$ cat src/design/lcdst_pkg.sv
package lcdst_pkg;

    localparam logic [9:0] DOTS_PER_LINE     = 10'd456;
    localparam logic [7:0] LINES_PER_FRAME   = 8'd154;
    localparam logic [7:0] FIRST_VBLANK_LINE = 8'd144;
    localparam logic [7:0] LAST_VISIBLE_LINE = 8'd143;
    localparam logic [7:0] LAST_LINE         = 8'd153;
    localparam logic [9:0] DOT_BIAS          = 10'd1;
    localparam logic [9:0] OAM_END           = 10'd80 + DOT_BIAS;
    localparam logic [9:0] EARLY_OAM_DOT     = DOTS_PER_LINE - 10'd8 + DOT_BIAS;
    localparam logic [9:0] RESTART_DOT       = 10'd4;
    localparam logic [9:0] LY_ZERO_DOT       = 10'd4;

    localparam int EN_HBLANK = 0;
    localparam int EN_VBLANK = 1;
    localparam int EN_OAM    = 2;
    localparam int EN_LYC    = 3;

    typedef enum logic [1:0] {
        MODE_HBLANK = 2'd0,
        MODE_VBLANK = 2'd1,
        MODE_OAM    = 2'd2,
        MODE_DRAW   = 2'd3
    } t_mode;

    typedef struct packed {
        logic       lcd_enable;
        logic [7:0] dots;
        logic [7:0] lyc_value;
        logic [7:0] wy_value;
        logic [3:0] stat_enables;
        logic       stat_written;
        logic       pixel_done;
        logic       window_used;
    } t_item;

    typedef struct packed {
        logic [7:0] line_value;
        t_mode      lcd_mode;
        logic       lyc_match;
        logic       vblank_irq;
        logic       stat_irq;
        logic       start_line;
        logic       run_dot;
        logic       hblank_entry;
        logic [7:0] window_row_count;
        logic       window_y_latched;
        logic       panel_blank;
    } t_result;

    typedef struct packed {
        logic [9:0] dot_in_line;
        logic [7:0] line_count;
        logic       lcd_running;
        logic       first_line_after_on;
        logic       panel_cleared;
        logic       drawing;
        t_mode      previous_mode;
        logic [7:0] window_row;
        logic       stat_level;
        logic       window_y_hit;
        logic       lyc_match_held;
    } t_state;

endpackage

$ cat src/design/lcdst_step.sv
module lcdst_step (
    input  lcdst_pkg::t_state  i_state,
    input  logic               i_colour_timing,
    input  lcdst_pkg::t_item   i_item,
    output lcdst_pkg::t_state  o_state,
    output lcdst_pkg::t_result o_result
);

    always_comb begin
        lcdst_pkg::t_state  n_st;
        lcdst_pkg::t_result res;
        logic [9:0]         dot_sum;
        logic [7:0]         line_inc;
        logic [7:0]         ly;
        logic               coinc;
        logic               oam_src;
        logic               hblank_src;
        logic               level;
        logic               was_drawing;
        lcdst_pkg::t_mode   mode;

        n_st        = i_state;
        res         = '0;
        dot_sum     = '0;
        line_inc    = '0;
        ly          = '0;
        coinc       = 1'b0;
        oam_src     = 1'b0;
        hblank_src  = 1'b0;
        level       = 1'b0;
        was_drawing = 1'b0;
        mode        = lcdst_pkg::MODE_HBLANK;

        if (!i_item.lcd_enable) begin
            n_st.dot_in_line   = '0;
            n_st.line_count    = '0;
            n_st.window_row    = '0;
            n_st.window_y_hit  = 1'b0;
            n_st.drawing       = 1'b0;
            n_st.stat_level    = i_item.stat_enables[lcdst_pkg::EN_LYC]
                                 && i_state.lyc_match_held;
            n_st.previous_mode = lcdst_pkg::MODE_HBLANK;
            n_st.lcd_running   = 1'b0;
            if (!i_state.panel_cleared) begin
                n_st.panel_cleared = 1'b1;
                res.panel_blank    = 1'b1;
            end
        end else begin
            if (!i_state.lcd_running) begin
                n_st.lcd_running         = 1'b1;
                n_st.panel_cleared       = 1'b0;
                n_st.dot_in_line         = lcdst_pkg::RESTART_DOT;
                n_st.first_line_after_on = 1'b1;
            end

            dot_sum = n_st.dot_in_line + {2'b00, i_item.dots};
            if (dot_sum >= lcdst_pkg::DOTS_PER_LINE) begin
                n_st.dot_in_line         = dot_sum - lcdst_pkg::DOTS_PER_LINE;
                line_inc                 = i_state.line_count + 8'd1;
                n_st.first_line_after_on = 1'b0;
                if (line_inc >= lcdst_pkg::LINES_PER_FRAME) begin
                    n_st.line_count   = '0;
                    n_st.window_row   = '0;
                    n_st.window_y_hit = 1'b0;
                end else begin
                    n_st.line_count = line_inc;
                end
                res.vblank_irq = (n_st.line_count == lcdst_pkg::FIRST_VBLANK_LINE);
            end else begin
                n_st.dot_in_line = dot_sum;
            end

            ly = (n_st.line_count == lcdst_pkg::LAST_LINE
                  && n_st.dot_in_line >= lcdst_pkg::LY_ZERO_DOT) ? 8'd0 : n_st.line_count;
            coinc               = (ly == i_item.lyc_value);
            n_st.lyc_match_held = coinc;

            if (n_st.line_count < lcdst_pkg::FIRST_VBLANK_LINE
                && n_st.dot_in_line < lcdst_pkg::OAM_END && ly == i_item.wy_value) begin
                n_st.window_y_hit = 1'b1;
            end

            if (n_st.line_count < lcdst_pkg::FIRST_VBLANK_LINE
                && n_st.dot_in_line == lcdst_pkg::OAM_END) begin
                res.start_line = 1'b1;
                n_st.drawing   = 1'b1;
            end

            was_drawing = n_st.drawing;
            if (i_item.dots != 8'd0 && n_st.line_count < lcdst_pkg::FIRST_VBLANK_LINE
                && n_st.drawing) begin
                res.run_dot = 1'b1;
                if (i_item.pixel_done) begin
                    n_st.drawing = 1'b0;
                end
            end

            if (n_st.line_count >= lcdst_pkg::FIRST_VBLANK_LINE) begin
                mode = lcdst_pkg::MODE_VBLANK;
            end else if (n_st.dot_in_line < lcdst_pkg::OAM_END) begin
                mode = lcdst_pkg::MODE_OAM;
            end else if (was_drawing) begin
                mode = lcdst_pkg::MODE_DRAW;
            end else begin
                mode = lcdst_pkg::MODE_HBLANK;
            end
            if (n_st.first_line_after_on && mode == lcdst_pkg::MODE_OAM) begin
                mode = lcdst_pkg::MODE_HBLANK;
            end

            oam_src = (mode == lcdst_pkg::MODE_OAM)
                      || (n_st.line_count == lcdst_pkg::FIRST_VBLANK_LINE
                          && n_st.dot_in_line < lcdst_pkg::OAM_END)
                      || (i_colour_timing
                          && n_st.line_count == lcdst_pkg::LAST_VISIBLE_LINE
                          && n_st.dot_in_line >= lcdst_pkg::EARLY_OAM_DOT);
            hblank_src = n_st.line_count < lcdst_pkg::FIRST_VBLANK_LINE && !n_st.drawing
                         && n_st.dot_in_line >= lcdst_pkg::OAM_END;

            level = (hblank_src && i_item.stat_enables[lcdst_pkg::EN_HBLANK])
                    || (mode == lcdst_pkg::MODE_VBLANK
                        && i_item.stat_enables[lcdst_pkg::EN_VBLANK])
                    || (oam_src && i_item.stat_enables[lcdst_pkg::EN_OAM])
                    || (coinc && i_item.stat_enables[lcdst_pkg::EN_LYC]);

            res.stat_irq = !i_state.stat_level
                           && (level || (i_item.stat_written
                               && (hblank_src || mode == lcdst_pkg::MODE_VBLANK || coinc)));
            n_st.stat_level = level;

            if (mode == lcdst_pkg::MODE_HBLANK
                && i_state.previous_mode != lcdst_pkg::MODE_HBLANK
                && n_st.line_count < lcdst_pkg::FIRST_VBLANK_LINE) begin
                res.hblank_entry = 1'b1;
                if (i_item.window_used) begin
                    n_st.window_row = n_st.window_row + 8'd1;
                end
            end
            n_st.previous_mode = mode;

            res.line_value = ly;
            res.lcd_mode   = mode;
        end

        res.lyc_match        = n_st.lyc_match_held;
        res.window_row_count = n_st.window_row;
        res.window_y_latched = n_st.window_y_hit;

        o_state  = n_st;
        o_result = res;
    end

endmodule

$ cat src/design/lcd_scanline_mode_stat_timing_unit.sv
// LCD scanline timing and STAT interrupt controller. Each accepted item advances the dot
// counter of a 456-dot by 154-line frame by its dot count and yields exactly one result item
// with LY, the mode, the coincidence flag, interrupt pulses and pixel pipeline controls. An
// item is registered on entry and its result is registered on exit, with the frame state
// updated in the single stage between them, so one item is accepted every clock unless the
// result side stalls. A stall on the result side holds the result register and, once the
// input register is also full, stalls the input. The colour timing register may only be
// written while no item is in flight.
module lcd_scanline_mode_stat_timing_unit (
    input  logic       i_clk,
    input  logic       i_rst_n,

    input  logic       i_cfg_valid,
    output logic       o_cfg_ready,
    input  logic       i_cfg_colour_timing,

    input  logic       i_in_valid,
    output logic       o_in_stall,
    input  logic       i_lcd_enable,
    input  logic [7:0] i_dots,
    input  logic [7:0] i_lyc_value,
    input  logic [7:0] i_wy_value,
    input  logic [3:0] i_stat_enables,
    input  logic       i_stat_written,
    input  logic       i_pixel_done,
    input  logic       i_window_used,

    output logic       o_out_valid,
    input  logic       i_out_stall,
    output logic [7:0] o_line_value,
    output logic [1:0] o_lcd_mode,
    output logic       o_lyc_match,
    output logic       o_vblank_irq,
    output logic       o_stat_irq,
    output logic       o_start_line,
    output logic       o_run_dot,
    output logic       o_hblank_entry,
    output logic [7:0] o_window_row_count,
    output logic       o_window_y_latched,
    output logic       o_panel_blank
);

    logic                r_colour_timing;
    logic                r_in_valid;
    lcdst_pkg::t_item    r_in;
    logic                r_out_valid;
    lcdst_pkg::t_result  r_out;
    lcdst_pkg::t_state   r_state;
    lcdst_pkg::t_state   n_state;
    lcdst_pkg::t_result  n_out;
    lcdst_pkg::t_item    in_item;
    logic                advance;
    logic                in_accept;

    assign o_cfg_ready = 1'b1;

    assign advance    = r_in_valid && (!r_out_valid || !i_out_stall);
    assign o_in_stall = r_in_valid && !advance;
    assign in_accept  = i_in_valid && !o_in_stall;

    always_comb begin
        in_item.lcd_enable   = i_lcd_enable;
        in_item.dots         = i_dots;
        in_item.lyc_value    = i_lyc_value;
        in_item.wy_value     = i_wy_value;
        in_item.stat_enables = i_stat_enables;
        in_item.stat_written = i_stat_written;
        in_item.pixel_done   = i_pixel_done;
        in_item.window_used  = i_window_used;
    end

    lcdst_step u_step (
        .i_state         (r_state),
        .i_colour_timing (r_colour_timing),
        .i_item          (r_in),
        .o_state         (n_state),
        .o_result        (n_out)
    );

    always_ff @(posedge i_clk) begin
        if (!i_rst_n) begin
            r_colour_timing <= 1'b0;
            r_in_valid      <= 1'b0;
            r_out_valid     <= 1'b0;
            r_state         <= '0;
        end else begin
            if (i_cfg_valid && o_cfg_ready) begin
                r_colour_timing <= i_cfg_colour_timing;
            end
            if (in_accept) begin
                r_in_valid <= 1'b1;
            end else if (advance) begin
                r_in_valid <= 1'b0;
            end
            if (advance) begin
                r_out_valid <= 1'b1;
                r_state     <= n_state;
            end else if (!i_out_stall) begin
                r_out_valid <= 1'b0;
            end
        end
    end

    always_ff @(posedge i_clk) begin
        if (in_accept) begin
            r_in <= in_item;
        end
        if (advance) begin
            r_out <= n_out;
        end
    end

    assign o_out_valid        = r_out_valid;
    assign o_line_value       = r_out.line_value;
    assign o_lcd_mode         = r_out.lcd_mode;
    assign o_lyc_match        = r_out.lyc_match;
    assign o_vblank_irq       = r_out.vblank_irq;
    assign o_stat_irq         = r_out.stat_irq;
    assign o_start_line       = r_out.start_line;
    assign o_run_dot          = r_out.run_dot;
    assign o_hblank_entry     = r_out.hblank_entry;
    assign o_window_row_count = r_out.window_row_count;
    assign o_window_y_latched = r_out.window_y_latched;
    assign o_panel_blank      = r_out.panel_blank;

    // The dot counter always stays inside one line.
    a_dot_in_range: assert property (@(posedge i_clk) disable iff (!i_rst_n)
        r_state.dot_in_line < lcdst_pkg::DOTS_PER_LINE)
        else $error("dot counter left the line");

    // The vblank pulse only comes with the first vblank line.
    a_vblank_line: assert property (@(posedge i_clk) disable iff (!i_rst_n)
        (o_out_valid && o_vblank_irq) |->
        (o_line_value == lcdst_pkg::FIRST_VBLANK_LINE
         && o_lcd_mode == lcdst_pkg::MODE_VBLANK))
        else $error("vblank pulse outside line 144");

    // Drawing starts in the drawing mode.
    a_start_draw: assert property (@(posedge i_clk) disable iff (!i_rst_n)
        (o_out_valid && o_start_line) |-> o_lcd_mode == lcdst_pkg::MODE_DRAW)
        else $error("line start outside drawing mode");

    // Hblank entry reports the hblank mode.
    a_hblank_entry: assert property (@(posedge i_clk) disable iff (!i_rst_n)
        (o_out_valid && o_hblank_entry) |-> o_lcd_mode == lcdst_pkg::MODE_HBLANK)
        else $error("hblank entry outside hblank");

    // A panel clear comes from an item with the display off.
    a_panel_blank_off: assert property (@(posedge i_clk) disable iff (!i_rst_n)
        (o_out_valid && o_panel_blank) |->
        (o_lcd_mode == lcdst_pkg::MODE_HBLANK && o_line_value == 8'd0 && !o_stat_irq
         && !o_run_dot && !o_window_y_latched))
        else $error("panel clear while the display runs");

endmodule

$ cat config.mk
export PLATFORM = sky130hd
export DESIGN_NAME = lcd_scanline_mode_stat_timing_unit
export DESIGN_NICKNAME = d
export VERILOG_FILES = /design/src/design/lcdst_pkg.sv /design/src/design/lcdst_step.sv /design/src/design/lcd_scanline_mode_stat_timing_unit.sv
export SDC_FILE = /design/constraint.sdc
export NUM_CORES = 1
export LEC_CHECK = 0
export BUFFER_PORTS_ARGS = -buffer_cell sky130_fd_sc_hd__buf_2
export CAP_MARGIN = 20
export CORE_AREA = 5 5 108 110
export DETAILED_ROUTE_END_ITERATION = 10
export DIE_AREA = 0 0 113 115
export GPL_TIMING_DRIVEN = 0
export HOLD_SLACK_MARGIN = 0.03
export PLACE_DENSITY_LB_ADDON = 0.2
export SYNTH_ARGS = -nofsm -noshare
export SYNTH_HDL_FRONTEND = slang
export SYNTH_SLANG_ARGS = --single-unit
$ cat constraint.sdc
create_clock -name i_clk -period 9.6 [get_ports i_clk]
set_clock_uncertainty 0.05 [all_clocks]
set_input_delay 1.92 -clock i_clk [delete_from_list [all_inputs] [get_ports i_clk]]
set_output_delay 1.92 -clock i_clk [all_outputs]
set_load 0.005 [all_outputs]
==> key figures, run 1 <==
CTS
  – Htree depth: 3
  – Clock Latency Late Sink: 0.40 ns
  – # resized after CTS: 0
  – Clk root buf: clkbuf_8
  – Clock slew at reported path FFs: 0.11 ns
  – Clock Path Buffers: 2
  – Clock buffer count from CTS: 9
  – CTS tree: yes
  – Cts hold-fix bufs: 0
  – Clk sinks: 96
  – Post-CTS setup buffers: 0

Detailed routing
  – Vias per cell: 6.57
  – WL met2: 8800 um
  – Top Layer Used: met4
  – Mean routed wirelength per cell: 20.4 um
  – Vias: 5904
  – ANT nets after route: 0
  – Met3 WL: 1400 um
  – WL met1: 7710 um
  – Iter 0 DRT Violations: 694
  – Drt pass-1 iters: 7
  – Routed wire length: 18300 um
  – # DRC: 0

Floorplan
  – Initial core utilization: 0.581
  – Core area: 10600 um^2
  – Chip width: 113 um
  – Num ports: 67
  – Die height: 115 um
  – Rows: 38
  – Die ar.: 13000 um^2

Cells and area
  – Final net count: 805
  – Layout area overhead: 11.5%
  – Util after Layout: 0.648
  – Layout cells sized above 1: 0.170
  – Inserted Diodes: 0
  – Final non-filler cell area: 6870 um^2
  – Commonest non-fill, non-tap cell in the layout: nand2_1
  – Filler cell count: 915
  – Most frequent cells in the layout: nand2_1, buf_2, nor2_1

STA
  – Fmax achieved: 184 MHz
  – Final setup vio count: 0
  – Max-slew violations: 0
  – Rel. slew slack: 0.352
  – Shortest period the worst path allows: 5.44 ns
  – Final hold slack: 0.426 ns
  – RSZ-0062 raised after global routing: no
  – Worst Max-Slew Pin Slew: 0.945 ns
  – Setup TNS: 0 ns
  – Final Cycle Share: 0.567
  – Fin. Hold Viols: 0

Yosys
  – FFs w/ async S/R, synth: 0
  – Post-synthesis sequential area ratio: 0.406
  – Post-Synth Simple-Gate Area: 0.244
  – Mapped cell area: 6160 um^2
  – Synth Area in Adders: 0.0276
  – Mean Syn Cell Area: 9.09 um^2
  – Syn_nets: 729
  – Mapped Cells: 678
  – EDFF count, synth: 58
  – Yosys top cell by area: edfxtp_1
  – Warning count from the yosys run: 0
  – Largest family of logic cells by synthesized area: simple AND/OR/NAND/NOR gates
  – Most used DFF post-synth: edfxtp_1
  – Share of the synthesized area in the top cell type: 0.283
  – Compound-gate portion of the synthesized area: 0.224
  – Mux contribution to synthesized area: 0.0244
  – Post-Synth XOR/XNOR Area: 0.0270
  – #FFs+latches synth: 96
  – Post-synth cell types: 90
  – Top post-synthesis cells by area: edfxtp_1, dfxtp_1, nand2_1, nor2_1, a21oi_1

Pwr
  – Sw Ratio: 0.297
  – Tot Pwr: 848 uW
  – Reg power frac: 0.545
  – Cell-internal power: 597 uW
  – Clock network power share: 0.313
  – Power Dens Cells: 123 nW/um^2
  – Combinational fraction of design power: 0.141
  – Max VDD drop: 0.110 mV
  – P_leak: 0.00248 uW
  – NetSw: 252 uW

Place
  – HPWL Detailed: 13400 um
  – Gpl congestion: 0.931
  – Dpl cell area: 6690 um^2
  – Port buffer count: 64

Global routing
  – First-pass GRT wire length: 28600 um
  – Maximum number of pins on one net before global-route repair: 36
  – Antenna violations before repair: 0
  – Number of global-route vias before repair: 5522
  – Grt ovf: 0
  – GRT Util Overall: 0.279

Critical path
  – Critical Path Sink Type: register
  – Crit Path Max Fanout: 10
  – Critical path data required time: 9.70 ns
  – Data arrival time of the worst path: 5.55 ns
  – Critical Path Start Type: register
  – Crit Path Class: register to register

Job
  – Max-cap violations: 0

Run status
  – Status: finished clean

Hold path
  – Hold Crit Class: register to register
[per-layer routing]
metal / vias up / global-route usage
met1: 2860 / 0.367
li1: 2714 / -
met2: 295 / 0.461
met5: - / 0
met3: 35 / 0.0621
met4: 0 / 0.0897
[power by group through the flow]
| stage | logic, uW | registers [uW] | clock network, uW |
|---|---|---|---|
| after global placement | 114 | 472 | 0 |
| after detailed placement | 117 | 471 | 0 |
| after global routing | 130 | 464 | 283 |
| after CTS | 118 | 462 | 265 |
| final | 120 | 463 | 266 |
| after floorplan | 78.0 | 470 | 0 |
[cells in the mapped netlist (6+ instances only)]
cell type and count:
buf_2 8, edfxtp_1 58, a211oi_1 9, o31ai_1 6, or4_1 10, a211o_1 6, nor4b_1 6, and2_1 19
o21ai_0 20, a31oi_1 10, inv_1 21, dfxtp_1 38, or3_1 12, nor4_1 9, a21oi_1 42, xor2_1 9
nand2b_1 7, nand2_1 73, and3_1 8, a22oi_1 10, nand4_1 6, nand3_1 21, nor3_1 15, mux2i_1 8
ha_1 12, clkbuf_1 26, nor2_1 59, o211ai_1 13, xnor2_1 10
[stage by stage]
step	instances	setup WS, ns
3_3_place_gp	882	4.20
6_report	899	4.16
4_1_cts	899	4.19
2_1_floorplan	678	5.05
5_1_grt	899	3.77
3_5_place_dp	883	4.24
[cells by family after synthesis]
logic type | count (synthesis)
AOI/OAI and AO/OA | 189
xor gates and xnor gates | 19
adders and majority gates | 13
buffers and inverters | 66
DFF | 96
muxes | 14
other | 1
and+or+nand+nor | 280
[worst max-delay path, cell delays in order (launching register included)]
cell and delay (ns):
dfxtp_1 0.45, clkbuf_1 0.30, and2_1 0.18, ha_1 0.20, inv_1 0.07, fa_1 0.39, nand2b_1 0.22, a21oi_1 0.20
nand4b_1 0.23, nand2_2 0.18, o41ai_4 0.64, buf_4 0.32, mux2i_1 0.77, a21boi_0 0.19, nor4b_1 0.19, o211ai_1 0.17
nor2b_1 0.12, mux2_2 0.31
[state kept, by name, indices dropped and copies added, names as in the netlist]
register / flops
o_panel_blank: 1
o_start_line: 1
o_vblank_irq: 1
o_out_valid: 1
r_colour_timing: 1
o_line_value: 8
o_stat_irq: 1
r_state: 35
o_window_y_latched: 1
o_lyc_match: 1
o_window_row_count: 8
r_in_valid: 1
o_lcd_mode: 2
r_in: 32
o_hblank_entry: 1
o_run_dot: 1
[path summary, 6_finish.rpt]
path	start	end	slack (ns)	cells past startpoint
hold reg to reg	r_state[25]	r_state[25]	0.43	2
hold / removal	r_state[25]	r_state[25]	0.43	2
setup reg to reg	r_state[16]	o_lyc_match	4.16	17
setup / recovery	r_state[16]	o_lyc_match	4.16	17
[cell type report]
class / instances / area (um^2) / share of cell area
plain buffers: 42 / 195 / 0.0284
clock buffers: 9 / 124 / 0.0180
clock inverters: 7 / 61.3 / 0.00892
multi-input cells: 516 / 3380 / 0.492
inverters: 24 / 90.1 / 0.0131
repair buffers: 65 / 340 / 0.0495
well taps: 140 / 175 / 0.0255
flip-flops and latches: 96 / 2500 / 0.364
Power figures use the tool's default switching activity.
==> run 2: changes to the inputs <==
Clock period 9.6 ns to 5.6 ns, I/O delays scaled along.
==> run 2 against run 1 <==
Fmax increased by 1.6%. Wire length increased by 0.70%. Flip-flop and latch count unchanged. Sequential power increased by 71%. Worst setup slack got worse by 3.9 ns. Critical path type unchanged. Critical endpoint is now o_window_row_count[5]. First-iteration DRC count increased by 5.8%. Highest routed layer unchanged.
==> key figures, run 2 (synthesis results as in run 1) <==
Run status
  – Status: finished clean

STA
  – Setup ws final: 0.244 ns
  – Fin. Hold Viols: 0
  – Rel. slew slack: 0.394
  – Shortest period the worst path allows: 5.36 ns
  – Final setup vio count: 0
  – Worst Max-Slew Pin Slew: 0.909 ns
  – Final Cycle Share: 0.956
  – Max-slew violations: 0
  – Fmax achieved: 187 MHz

CTS
  – Clock buffer count from CTS: 9
  – Clock Latency Late Sink: 0.39 ns
  – Htree depth: 3
  – Clk root buf: clkbuf_8
  – Clk sinks: 96
  – # resized after CTS: 0
  – Clock Path Buffers: 2
  – Clock slew at reported path FFs: 0.10 ns
  – Post-CTS setup buffers: 0
  – Cts hold-fix bufs: 0
  – CTS tree: yes

Floorplan
  – Initial core utilization: 0.581
  – Rows: 38
  – Chip width: 113 um
  – Core area: 10600 um^2
  – Die height: 115 um
  – Die ar.: 13000 um^2
  – Num ports: 67

Cells and area
  – Max FFs per register: 35
  – Largest registers: r_state x35, r_in x32
  – Most frequent cells in the layout: nand2_1, buf_2, nor2_1
  – Final non-filler cell area: 6900 um^2
  – Util after Layout: 0.651
  – Filler cell count: 911
  – Layout cells sized above 1: 0.178
  – Largest Register: r_state
  – Commonest non-fill, non-tap cell in the layout: nand2_1
  – Register area: 2500 um^2
  – Inserted Diodes: 0
  – Layout area overhead: 12.0%
  – Final net count: 805
  – Combined area of the multi-input logic cells: 3410 um^2

Place
  – HPWL Detailed: 13400 um
  – Dpl cell area: 6690 um^2
  – Gpl congestion: 0.931
  – Port buffer count: 64
  – Post-Place Worst Slack: 0.240 ns

Critical path
  – Data arrival time of the worst path: 5.52 ns
  – Crit-path cells: clkbuf_2, and2_1, ha_1, inv_1, fa_1, nand2b_1, a21oi_1, nand4b_1, nand2_2, o41ai_4, buf_4, mux2i_2, inv_1, nor2_1, o21ai_2, buf_6, or4_1, a21oi_1
  – Reg2Reg Setup Slack: 0.24 ns
  – Crit Path Max Fanout: 10
  – Critical Path Start Type: register
  – Critical path data required time: 5.77 ns
  – Worst path max stage delay: 0.67 ns
  – Crit Path Class: register to register
  – Critical path's slowest cell: o41ai_4
  – Critical Path Sink Type: register

Detailed routing
  – # DRC: 0
  – Iter 0 DRT Violations: 734
  – Mean routed wirelength per cell: 20.5 um
  – Vias: 5881
  – ANT nets after route: 0
  – Drt pass-1 iters: 5
  – Routed wire length: 18400 um
  – Vias per cell: 6.54

Pwr
  – Power Dens Cells: 211 nW/um^2
  – Max VDD drop: 0.189 mV
  – NetSw: 429 uW
  – Combinational fraction of design power: 0.144
  – Sw Ratio: 0.295
  – P_leak: 0.00249 uW
  – Tot Pwr: 1450 uW
  – Reg power frac: 0.545
  – Cell-internal power: 1020 uW
  – Clock network power share: 0.310

Job
  – Max-cap violations: 0

Hold path
  – Hold Crit Class: register to register

Global routing
  – Antenna violations before repair: 0
  – Met2 GRT Util: 0.461
  – Most Crowded Layer GR: met2
  – Number of global-route vias before repair: 5522
  – Maximum number of pins on one net before global-route repair: 36
  – Grt ovf: 0
  – GR Layer Usage met3: 0.0621
  – Routing usage on met1: 0.367
  – First-pass GRT wire length: 28600 um
  – GRT Util Overall: 0.279
## run 2: cell count changes in the layout (fill, tap and decap cells not counted)
cell,before,now
a21oi_1,42,41
a221oi_1,2,1
clkbuf_2,1,2
a21oi_2,3,4
nor3_4,0,1
nor3_2,4,3
a221oi_2,1,2
clkbuf_1,25,24
mux2i_2,1,4
mux2i_1,8,5
## run 2: layer usage
metal | up-vias | wire, um
met4 | 0 | 417
met1 | 2808 | 7540
met2 | 317 | 8830
met3 | 45 | 1660
li1 | 2711 | -
met5 | - | 0
## run 2: cell type report
cell class	count	share of cell area
multi-input combinational	516	0.494
sequential	96	0.363
timing repair buffer	65	0.0493
buffer	42	0.0285
tap	140	0.0254
clock buffer	9	0.0180
inverter	24	0.0131
clock inverter	7	0.00889
## run 2: worst max-delay path, delay by kind of cell (launching register included)
family	cells	cell delay (ns)
buffers and inverters	5	0.94
flip-flops	1	0.45
adder cells (fa/ha/maj)	2	0.60
AND/OR/NAND/NOR	6	1.44
multiplexers	1	0.53
AO/OA/AOI/OAI	4	1.15
## run 2: metrics by stage
stage | hold slack [ns] | instances | setup TNS (ns)
after floorplan | 0.377 | 678 | 0
after global placement | 0.387 | 882 | 0
after detailed placement | 0.409 | 883 | 0
after CTS | 0.424 | 899 | 0
after global routing | 0.458 | 899 | -0.0324
final | 0.424 | 899 | 0
## run 2: worst paths after layout
path                            cells past startpoint         from               endpoint
worst min register to register                      2  r_state[15]            r_state[15]
worst min-delay path                                2  r_state[15]            r_state[15]
worst max register to register                     18  r_state[16]  o_window_row_count[5]
worst max-delay path                               18  r_state[16]  o_window_row_count[5]
## run 2: power by group through the flow
stage	Clock [uW]	Combinational [uW]	Sequential (uW)
6_report	451	210	793
5_1_grt	486	226	796
4_1_cts	455	202	792
3_5_place_dp	0	201	808
3_3_place_gp	0	195	809
2_1_floorplan	0	134	806
